## src/hdl/hrfe_pkg.sv

```systemverilog
package hrfe_pkg;

  localparam int FIFO_DEPTH = 4;

  localparam int BYTE_W = 8;
  localparam int CHAR_W = 7;
  localparam int POS_W = 4;
  localparam int JOB_BYTES = 5;
  localparam int JOB_BITS_W = JOB_BYTES * BYTE_W;

  localparam logic [1:0] ERR_NONE = 2'd0;
  localparam logic [1:0] ERR_NO_RECORD = 2'd1;
  localparam logic [1:0] ERR_BUSY = 2'd2;

  localparam logic [CHAR_W-1:0] CHAR_COLON = 7'h3A;
  localparam logic [CHAR_W-1:0] CHAR_NULL = 7'h00;

  localparam logic [POS_W-1:0] POS_HDR_LAST = 4'd8;
  localparam logic [POS_W-1:0] POS_HDR_CKS_LAST = 4'd10;
  localparam logic [POS_W-1:0] POS_DATA_LAST = 4'd1;
  localparam logic [POS_W-1:0] POS_DATA_CKS_LAST = 4'd3;
  localparam logic [POS_W-1:0] POS_ERR_LAST = 4'd0;

  localparam logic [CHAR_W-1:0] HEX_DIGITS [16] = '{
    7'h30, 7'h31, 7'h32, 7'h33, 7'h34, 7'h35, 7'h36, 7'h37,
    7'h38, 7'h39, 7'h41, 7'h42, 7'h43, 7'h44, 7'h45, 7'h46
  };

  typedef enum logic [1:0] {
    JOB_ERR,
    JOB_HDR,
    JOB_DATA
  } job_kind_t;

  typedef struct packed {
    job_kind_t kind;
    logic [1:0] err;
    logic with_cks;
    logic [POS_W-1:0] last_pos;
    logic [JOB_BITS_W-1:0] bytes;
  } job_t;

endpackage

```

## src/hdl/hex_record_frame_encoder.sv

```systemverilog
// hex record frame encoder
// input channel: in_valid/in_stall with opcode, record_address, record_type,
// data_count and data_byte; opcode 0 opens a record, opcode 1 carries a byte
// output channel: out_valid/out_stall, one ascii character per transaction
// with last_of_run, record_done and error_code alongside
// an open transaction gives ':' plus eight hex digits, and the two checksum
// digits as well when the count is zero; a data transaction gives two digits,
// plus the checksum digits on the last byte of the record
// a misplaced transaction gives one character with a non-zero error_code
// an accepted job is written to the job queue, then to the output register
// throughput: the character serialiser emits one character per cycle while
// out_stall is low, two per data transaction (four with checksum), nine or
// eleven per header; intake runs ahead by up to the job queue depth
// in_stall rises only when the job queue is full
// reset clears the record state, the queue, out_valid and the character position
// while out_stall is high the output character holds and the queue fills
module hex_record_frame_encoder #(
  parameter int FIFO_DEPTH = hrfe_pkg::FIFO_DEPTH
) (
  input logic clk,
  input logic rst,
  input logic in_valid,
  output logic in_stall,
  input logic opcode,
  input logic [15:0] record_address,
  input logic [7:0] record_type,
  input logic [7:0] data_count,
  input logic [7:0] data_byte,
  output logic out_valid,
  input logic out_stall,
  output logic [6:0] out_char,
  output logic last_of_run,
  output logic record_done,
  output logic [1:0] error_code
);
  import hrfe_pkg::*;

  job_t push_job;
  job_t head_job;
  logic q_push;
  logic q_pop;
  logic q_full;
  logic q_empty;

  hrfe_front u_front (
    .clk(clk),
    .rst(rst),
    .in_valid(in_valid),
    .in_stall(in_stall),
    .opcode(opcode),
    .record_address(record_address),
    .record_type(record_type),
    .data_count(data_count),
    .data_byte(data_byte),
    .q_full(q_full),
    .q_push(q_push),
    .q_job(push_job)
  );

  hrfe_fifo #(
    .DEPTH(FIFO_DEPTH)
  ) u_fifo (
    .clk(clk),
    .rst(rst),
    .push(q_push),
    .push_job(push_job),
    .full(q_full),
    .pop(q_pop),
    .empty(q_empty),
    .head_job(head_job)
  );

  hrfe_back u_back (
    .clk(clk),
    .rst(rst),
    .q_empty(q_empty),
    .q_job(head_job),
    .q_pop(q_pop),
    .out_valid(out_valid),
    .out_stall(out_stall),
    .out_char(out_char),
    .last_of_run(last_of_run),
    .record_done(record_done),
    .error_code(error_code)
  );

endmodule

```

## src/hdl/hrfe_front.sv

```systemverilog
module hrfe_front (
  input logic clk,
  input logic rst,
  input logic in_valid,
  output logic in_stall,
  input logic opcode,
  input logic [15:0] record_address,
  input logic [7:0] record_type,
  input logic [7:0] data_count,
  input logic [7:0] data_byte,
  input logic q_full,
  output logic q_push,
  output hrfe_pkg::job_t q_job
);
  import hrfe_pkg::*;

  logic record_open;
  logic [BYTE_W-1:0] bytes_left;
  logic [BYTE_W-1:0] running_sum;
  logic record_open_next;
  logic [BYTE_W-1:0] bytes_left_next;
  logic [BYTE_W-1:0] running_sum_next;
  logic [BYTE_W-1:0] hdr_sum;
  logic [BYTE_W-1:0] data_sum;
  logic [BYTE_W-1:0] left_dec;

  assign in_stall = q_full;
  assign q_push = in_valid && !q_full;

  assign hdr_sum = data_count + record_address[15:8] + record_address[7:0] + record_type;
  assign data_sum = running_sum + data_byte;
  assign left_dec = bytes_left - 8'd1;

  always_comb begin
    record_open_next = record_open;
    bytes_left_next = bytes_left;
    running_sum_next = running_sum;
    q_job = '0;
    q_job.kind = JOB_ERR;
    q_job.last_pos = POS_ERR_LAST;
    if (!opcode) begin
      if (record_open) begin
        q_job.err = ERR_BUSY;
      end else begin
        running_sum_next = hdr_sum;
        q_job.kind = JOB_HDR;
        q_job.err = ERR_NONE;
        q_job.with_cks = (data_count == 8'd0);
        q_job.last_pos = (data_count == 8'd0) ? POS_HDR_CKS_LAST : POS_HDR_LAST;
        q_job.bytes = {data_count, record_address[15:8], record_address[7:0],
                       record_type, 8'd0 - hdr_sum};
        if (data_count != 8'd0) begin
          record_open_next = 1'b1;
          bytes_left_next = data_count;
        end
      end
    end else begin
      if (!record_open) begin
        q_job.err = ERR_NO_RECORD;
      end else begin
        running_sum_next = data_sum;
        bytes_left_next = left_dec;
        q_job.kind = JOB_DATA;
        q_job.err = ERR_NONE;
        q_job.with_cks = (left_dec == 8'd0);
        q_job.last_pos = (left_dec == 8'd0) ? POS_DATA_CKS_LAST : POS_DATA_LAST;
        q_job.bytes = {data_byte, 8'd0 - data_sum, 24'd0};
        if (left_dec == 8'd0) begin
          record_open_next = 1'b0;
        end
      end
    end
  end

  always_ff @(posedge clk) begin
    if (rst) begin
      record_open <= 1'b0;
      bytes_left <= '0;
      running_sum <= '0;
    end else if (q_push) begin
      record_open <= record_open_next;
      bytes_left <= bytes_left_next;
      running_sum <= running_sum_next;
    end
  end

endmodule

```

## src/hdl/hrfe_fifo.sv

```systemverilog
module hrfe_fifo #(
  parameter int DEPTH = hrfe_pkg::FIFO_DEPTH
) (
  input logic clk,
  input logic rst,
  input logic push,
  input hrfe_pkg::job_t push_job,
  output logic full,
  input logic pop,
  output logic empty,
  output hrfe_pkg::job_t head_job
);
  import hrfe_pkg::*;

  localparam int PTR_W = (DEPTH > 1) ? $clog2(DEPTH) : 1;
  localparam int CNT_W = $clog2(DEPTH + 1);

  job_t slots [DEPTH];
  logic [PTR_W-1:0] wr_ptr;
  logic [PTR_W-1:0] rd_ptr;
  logic [CNT_W-1:0] fill;
  logic do_push;
  logic do_pop;

  assign full = (fill == CNT_W'(DEPTH));
  assign empty = (fill == '0);
  assign do_push = push && !full;
  assign do_pop = pop && !empty;
  assign head_job = slots[rd_ptr];

  always_ff @(posedge clk) begin
    if (do_push) begin
      slots[wr_ptr] <= push_job;
    end
  end

  always_ff @(posedge clk) begin
    if (rst) begin
      wr_ptr <= '0;
      rd_ptr <= '0;
      fill <= '0;
    end else begin
      if (do_push) begin
        wr_ptr <= (wr_ptr == PTR_W'(DEPTH - 1)) ? '0 : wr_ptr + 1'b1;
      end
      if (do_pop) begin
        rd_ptr <= (rd_ptr == PTR_W'(DEPTH - 1)) ? '0 : rd_ptr + 1'b1;
      end
      if (do_push && !do_pop) begin
        fill <= fill + 1'b1;
      end else if (do_pop && !do_push) begin
        fill <= fill - 1'b1;
      end
    end
  end

endmodule

```

## src/hdl/hrfe_back.sv

```systemverilog
module hrfe_back (
  input logic clk,
  input logic rst,
  input logic q_empty,
  input hrfe_pkg::job_t q_job,
  output logic q_pop,
  output logic out_valid,
  input logic out_stall,
  output logic [6:0] out_char,
  output logic last_of_run,
  output logic record_done,
  output logic [1:0] error_code
);
  import hrfe_pkg::*;

  logic [POS_W-1:0] pos;
  logic [POS_W-1:0] nib_idx;
  logic [5:0] top_bit;
  logic [3:0] nibble;
  logic advance;
  logic at_last;
  logic [CHAR_W-1:0] char_next;

  assign advance = !out_valid || !out_stall;
  assign at_last = (pos == q_job.last_pos);
  assign q_pop = advance && !q_empty && at_last;

  assign nib_idx = (q_job.kind == JOB_HDR) ? pos - 1'b1 : pos;
  assign top_bit = 6'(JOB_BITS_W - 1) - {nib_idx, 2'b00};
  assign nibble = q_job.bytes[top_bit -: 4];

  always_comb begin
    unique case (q_job.kind)
      JOB_ERR: char_next = CHAR_NULL;
      JOB_HDR: char_next = (pos == '0) ? CHAR_COLON : HEX_DIGITS[nibble];
      JOB_DATA: char_next = HEX_DIGITS[nibble];
      default: char_next = CHAR_NULL;
    endcase
  end

  always_ff @(posedge clk) begin
    if (rst) begin
      out_valid <= 1'b0;
      pos <= '0;
    end else if (advance) begin
      out_valid <= !q_empty;
      if (!q_empty) begin
        pos <= at_last ? '0 : pos + 1'b1;
      end
    end
  end

  always_ff @(posedge clk) begin
    if (advance && !q_empty) begin
      out_char <= char_next;
      last_of_run <= at_last;
      record_done <= at_last && q_job.with_cks;
      error_code <= q_job.err;
    end
  end

endmodule

```

## config.mk

```make
export PLATFORM = sky130hd
export DESIGN_NAME = hex_record_frame_encoder
export DESIGN_NICKNAME = d
export VERILOG_FILES = /design/src/hdl/hrfe_pkg.sv /design/src/hdl/hex_record_frame_encoder.sv /design/src/hdl/hrfe_front.sv /design/src/hdl/hrfe_fifo.sv /design/src/hdl/hrfe_back.sv
export SDC_FILE = /design/constraint.sdc
export NUM_CORES = 1
export LEC_CHECK = 0
export ABC_AREA = 1
export BUFFER_PORTS_ARGS = -buffer_cell sky130_fd_sc_hd__clkbuf_2
export CORE_UTILIZATION = 40
export DETAILED_ROUTE_END_ITERATION = 8
export PLACE_DENSITY_LB_ADDON = 0.1
export SYNTH_ARGS = -nofsm -noshare
export SYNTH_HDL_FRONTEND = slang
export SYNTH_SLANG_ARGS = --single-unit
```

## constraint.sdc

```tcl
create_clock -name clk -period 3.9 [get_ports clk]
set_input_delay 0.78 -clock clk [delete_from_list [all_inputs] [get_ports clk]]
set_output_delay 0.78 -clock clk [all_outputs]
set_load 0.02 [all_outputs]
```

### Word level (Yosys, flattened, before mapping)

Memories as Yosys holds them, arrays and structs flattened. A register that Yosys moved wholly into a read port is not among the register bits.
Index checks and enable logic that the tools add are counted.

* bits in registers: 40
* bits in writable memories: 196
* bits in read-only memories: 112
* bits of input ports: 45
* output and inout port bits: 13
* word-level logic and storage cells: 98
* memories kept: 2

Memories
* u_fifo.slots: depth 4, width 49, read ports 1, clocked after memory_dff 1, wr ports 1, line hrfe_fifo.sv:18 `job_t slots [DEPTH];`
* (name not given): depth 16, width 7, read ports 1, clocked after memory_dff 0, wr ports 0, line hrfe_back.sv:35 `JOB_HDR: char_next = (pos == '0) ? CHAR_COLON : HEX_DIGITS[nibble];`

* add/subtract/negate cells: 14
* magnitude comparators: 1
* equality and inequality tests: 8
* shift-type cells: 1
* muxes and demuxes: 33
* bitwise logic cells: 2
* reductions and logical operators: 25

Operator list (number)
* 45-bit 2-to-1 mux: 2
* 8-bit 2-to-1 mux: 7
* 49-bit 2-to-1 mux: 1
* 43-bit by 7-bit variable part select with 4-bit output: 1
* 8-bit adder: 4
* 7-bit 2-to-1 mux: 3
* 8-bit zero test: 2
* 1-bit by 8-bit subtractor with 8-bit output, first input constant: 2
* 2-bit 2-to-1 mux: 7
* 7-bit one-hot mux with 2 select lines: 1
* 1-bit logical AND: 8
* 1-bit 2-to-1 mux: 8
* 4-bit 2-to-1 mux: 2
* 8-bit nonzero test: 1
* 8-bit by 1-bit subtractor with 8-bit output, second input constant: 1
* 2-bit == test, second input constant: 3
* 1-bit zero test: 6
* 3-bit 2-to-1 mux: 2
* 6-bit subtractor, first input constant: 1
* 5-bit greater-or-equal comparator, second input constant: 1
* 4-bit NOT with 5-bit output: 1
* 2-bit by 1-bit adder with 2-bit output, second input constant: 2
* 4-bit by 1-bit adder with 4-bit output, second input constant: 1
* 4-bit == test: 1
* 15 further kinds: 16

### Logic depth before layout (Yosys ltp)

* word-level depth: 10
* gate-level depth with buffers: 26
* gate-level depth less buffers: 23

### Modules after synthesis

Synthesis repeated with hierarchy kept, for this count alone.

* cell total of the unflattened synthesis: 1199
* area, all modules: 11976.5 µm²

By module, submodules not included
* hrfe_fifo: times used 1, cells an instance 545, area each 7761.2 µm², sequential area each 6065.8 µm²
* hrfe_front: times used 1, cells an instance 450, area each 2805.2 µm², sequential area each 340.3 µm²
* hrfe_back: times used 1, cells an instance 204, area each 1410.1 µm², sequential area each 400.4 µm²

### Least setup slack after synthesis

No wires, ideal clock.

* kind: input to register
* start point: input port in_valid
* end point: memory u_fifo.slots[0][0] (netlist name), enable pin
* setup time: 0.447 ns
* arrival: 3.096 ns
* required time: 3.453 ns
* slack: 0.357 ns
* stages: 5
* path through: inv_1 > nor2_1 > inv_2 > buf_2 > nor2_1

* word-level cells in the longest chain between the ends: 4

RTL lines
* start: declaration: line hex_record_frame_encoder.sv:22 `input logic in_valid,`
* 1-bit logical AND: line hrfe_front.sv:28 `assign q_push = in_valid && !q_full;`
* net q_push: line hex_record_frame_encoder.sv:40 `logic q_push;`
* 1-bit logical AND: line hrfe_fifo.sv:27 `assign do_push = push && !full;`
* 1-bit 2-to-1 mux: line hrfe_fifo.sv:32 `if (do_push) begin`
* 1-bit 2-to-1 mux (implied by the code): line hrfe_fifo.sv:33 `slots[wr_ptr] <= push_job;`
* end: declaration: line hrfe_fifo.sv:18

The timed path passes the listed nets, and every way through them passes these cells.

==> results.toml <==
[status]
status = "finished, final reports clean"

[power]
p_leak_nw = 5.20
p_sw_share_pct = 42.1
p_clk_share_pct = 23.6
power.switching_w = 0.00458
irDropWorstVdd_mv = 0.481
internal_power_w = 0.00629
power_density_nw_per_um2 = 859
combPwrFrac_pct = 47.1
seqPwrFrac_pct = 29.3

[sta]
setup_ws_ns = 0.410
finalSetupViolCount = 0
slew_headroom_pct = 34.6
timing.fmax_mhz = 286
period_share_pct = 89.5
hold_violations = 0
fin_crit_ns = 3.49
slew_violations = 0
hold_slack_ns = 0.482
skew_ns = 0.0262
rsz0062_at_grt = "no"
tightest_slew_ns = 0.973
fin_setup_tns_ns = 0

[run]
cap_viol_max_count = 0

[route]
dr.pass1.iters = 6
finalWirelength_um = 28700
drt_iter0_drc = 557
ant_nets = 0
remaining_drc_errors = 0
wl_per_cell_um = 18.6
vias = 7994
viasPerCell = 5.17

[clock_network]
insertion_delay_ns = 0.53
clk_pin_slew_ns = 0.06
cts_sinks = 221
cts_made_buffers = 25
root_buffer = "clkbuf_16"
cts_tree = "built"
cts_max_level = 1
cts_buffer_depth = 3

[yosys]
ys_seq_area_share_pct = 57.2
synth_compound_area_share_pct = 7.72
ys.flop_type = "edfxtp_1"
syn-num-nets = 1215
synthCells = 1119
synth_async_sr_flop_share_pct = 0
synth_simple_gate_area_share_pct = 19.7
yosys-mux-area-fraction_pct = 0.0905
synth_seq_cells = 221
synth_cell_types = 50
syn_area_um2 = 11100
synth_fa_ha_area_share_pct = 6.86
avgSynthCellArea_um2 = 9.88
synth_enable_flop_cells = 190
synth_top_family_by_area = "simple AND/OR/NAND/NOR gates"
synthXorXnorAreaFrac_pct = 2.05
yosys_warnings = 0

[worst_hold_path]
holdPathStages = 2
hp-start = "u_front.bytes_left[7]"
hp-class = "flip-flop to flip-flop"
hold_end = "u_front.bytes_left[7]"

[setup_path]
rrSetupSlack_ns = 0.41
critical_path_required_ns = 4.18
startpoint_type = "flip-flop"
end_kind = "flip-flop"
critPathBufInv = 5
rr_endpoint = "u_back.out_char[0]"
cp_top_family = "simple AND/OR/NAND/NOR gates"
ff2ff_path_depth = 21
cp_max_fo = 7
critPathSlowestCell = "ha_1"
path_cells = "inv_2, nand2_1, nand3_1, nand2_1, inv_1, ha_1, buf_4, nand2_2, o21ai_4, ha_1, nor2_2, nand2_1, a21oi_1, nor2_1, a21oi_2, inv_1, ha_1, nand3_1, nand3_1, nand2_1, inv_1"
crit_arrival_ns = 3.77
setup.worst_path.class = "flip-flop to flip-flop"
critical-path-max-stage-delay_ns = 0.45
cp_common_cell = "nand2_1"

[finish]
fin_nets = 1281
area_delta_synth_final_pct = 14.4
diodes = 0
drive_gt1_share_pct = 13.7

[floorplan]
ioPinCount = 58
fp.dieW_um = 168
start_util_pct = 40.9
die_h_um = 168
rows = 60
core_um2 = 27000
dieArea_um2 = 28300

[place]
routabilityCongestion = 0.890
dp_hpwl_um = 19700
preCtsSetupSlack_ns = 0.111
port_buffers = 57

[global_route]
grt_start_max_net_pins = 70
grt_pass1_wl_um = 44400
antenna_found_initial = 0
overflow = 0
grt_pass1_vias = 7672
grt_usage_pct = 20.6
power by group through the flow:
stage	registers, W	clock network (W)	logic (W)
after CTS	0.00319	0.00260	0.00516
after global placement	0.00324	0	0.00510
after detailed placement	0.00324	0	0.00514
after floorplan	0.00328	0	0.00365
final	0.00319	0.00256	0.00512
after global routing	0.00322	0.00269	0.00575
registers in the layout, summed over array words and instances (netlist names), named ones only:
register	flops
u_back.error_code	2
u_back.out_valid	1
u_back.out_char	6
u_fifo.fill	3
u_fifo.slots	180
u_back.record_done	1
u_front.record_open	1
u_fifo.rd_ptr	2
u_fifo.wr_ptr	2
u_front.bytes_left	8
u_back.pos	4
u_back.last_of_run	1
u_front.running_sum	8
worst max-delay path by stage:
| stage | startpoint | endpoint | slack [ns] | cells after the start |
|---|---|---|---|---|
| after global routing | flip-flop | u_back.out_char[0] | 0.04 | 23 |
| after detailed placement | record_address[1] | u_fifo.slots[3][6] | 0.11 | 13 |
| after floorplan | in_valid | u_fifo.slots[0][0] | 0.36 | 5 |
| final | flip-flop | u_back.out_char[0] | 0.41 | 21 |
| after CTS | flip-flop | u_back.out_char[0] | 0.29 | 21 |
| after global placement | record_address[1] | u_fifo.slots[1][7] | 0.13 | 15 |
what timing repair did:
action                                 4_1_cts  5_1_grt
buffers inserted                             0        0
hold buffers                                 0        0
setup endpoints to repair                    0        2
endpoints found under the hold margin        0        0
resized for setup                            0        1
routing by layer:
metal	GRT usage, %	vias up	share of wire [%]
li1	-	3921	-
met1	29.2	3818	48
met2	33.2	206	46
met3	2.40	49	4.0
met4	6.32	0	2.6
met5	0	-	0
tightest hold or removal path, cell delays in order (launching register included):
cell	delay, ns
dfxtp_1	0.32
nand2_1	0.06
a21oi_1	0.05
area by class of cell:
cell class / instances / area (um2)
fillers: 2539 / 14400
flip-flops and latches: 221 / 6330
multi-input cells: 740 / 4060
clock buffers: 28 / 647
repair buffers: 84 / 500
well taps: 341 / 427
inverters: 113 / 424
clock inverters: 18 / 263
layout by cell type (no fill, tap or decap), types with 2 or more instances in the layout:
cell / synthesis / layout
nor2_1: 85 / 80
nand4_1: 4 / 4
or2_1: 3 / 3
o22ai_1: 7 / 7
a211oi_1: 2 / 2
clkbuf_1: 16 / 2
clkinv_1: 1 / 2
dfxtp_1: 31 / 30
or2_2: 3 / 3
nor2_2: 3 / 4
o21ai_0: 55 / 55
buf_4: 8 / 26
a21oi_2: 2 / 2
ha_1: 35 / 35
nor3_1: 8 / 8
inv_2: 10 / 10
nand2_1: 276 / 276
a31oi_1: 7 / 7
clkbuf_2: 0 / 57
xor2_1: 15 / 15
nand3_1: 117 / 117
o21ai_1: 11 / 11
xnor2_1: 9 / 9
fa_1: 16 / 16
edfxtp_1: 190 / 190
a22oi_1: 2 / 2
clkinvlp_4: 0 / 5
clkinv_2: 0 / 3
o31ai_1: 2 / 2
nand2_2: 7 / 7
inv_1: 102 / 102
inv_6: 0 / 2
nor2_4: 2 / 6
o221ai_1: 3 / 3
clkbuf_16: 0 / 25
a21oi_1: 40 / 40
bufinv_16: 0 / 6
o211ai_1: 10 / 10
cells in the mapped netlist (9+ instances only):
master | count | area (um2)
inv_1 | 102 | 383
nand2_1 | 276 | 1040
xnor2_1 | 9 | 78.8
dfxtp_1 | 31 | 621
o21ai_0 | 55 | 275
fa_1 | 16 | 320
inv_2 | 10 | 37.5
nand3_1 | 117 | 586
nor2_1 | 85 | 319
o211ai_1 | 10 | 75.1
a21oi_1 | 40 | 200
xor2_1 | 15 | 131
edfxtp_1 | 190 | 5710
ha_1 | 35 | 438
o21ai_1 | 11 | 55.1
buf_2 | 13 | 65.1
clkbuf_1 | 16 | 60.1
kinds of logic (layout without fill, tap and decap cells):
family	after synthesis	after routing
buffers and inverters	158	243
AND/OR/NAND/NOR	515	515
AO/OA/AOI/OAI	148	148
flip-flops	221	221
multiplexers	1	1
adder cells (fa/ha/maj)	51	51
XOR/XNOR	25	25
per-stage QoR:
stage                     power (W)  std cells  util [%]  area (um2)
after global placement      0.00834       1499      43.4       11700
final                        0.0109       1545      46.8       12700
after floorplan             0.00693       1119         -       11100
after detailed placement    0.00838       1499      43.4       11700
after global routing         0.0117       1545      46.8       12700
after CTS                    0.0110       1545      46.8       12600
Note: power is estimated with default switching activity, not from simulation.
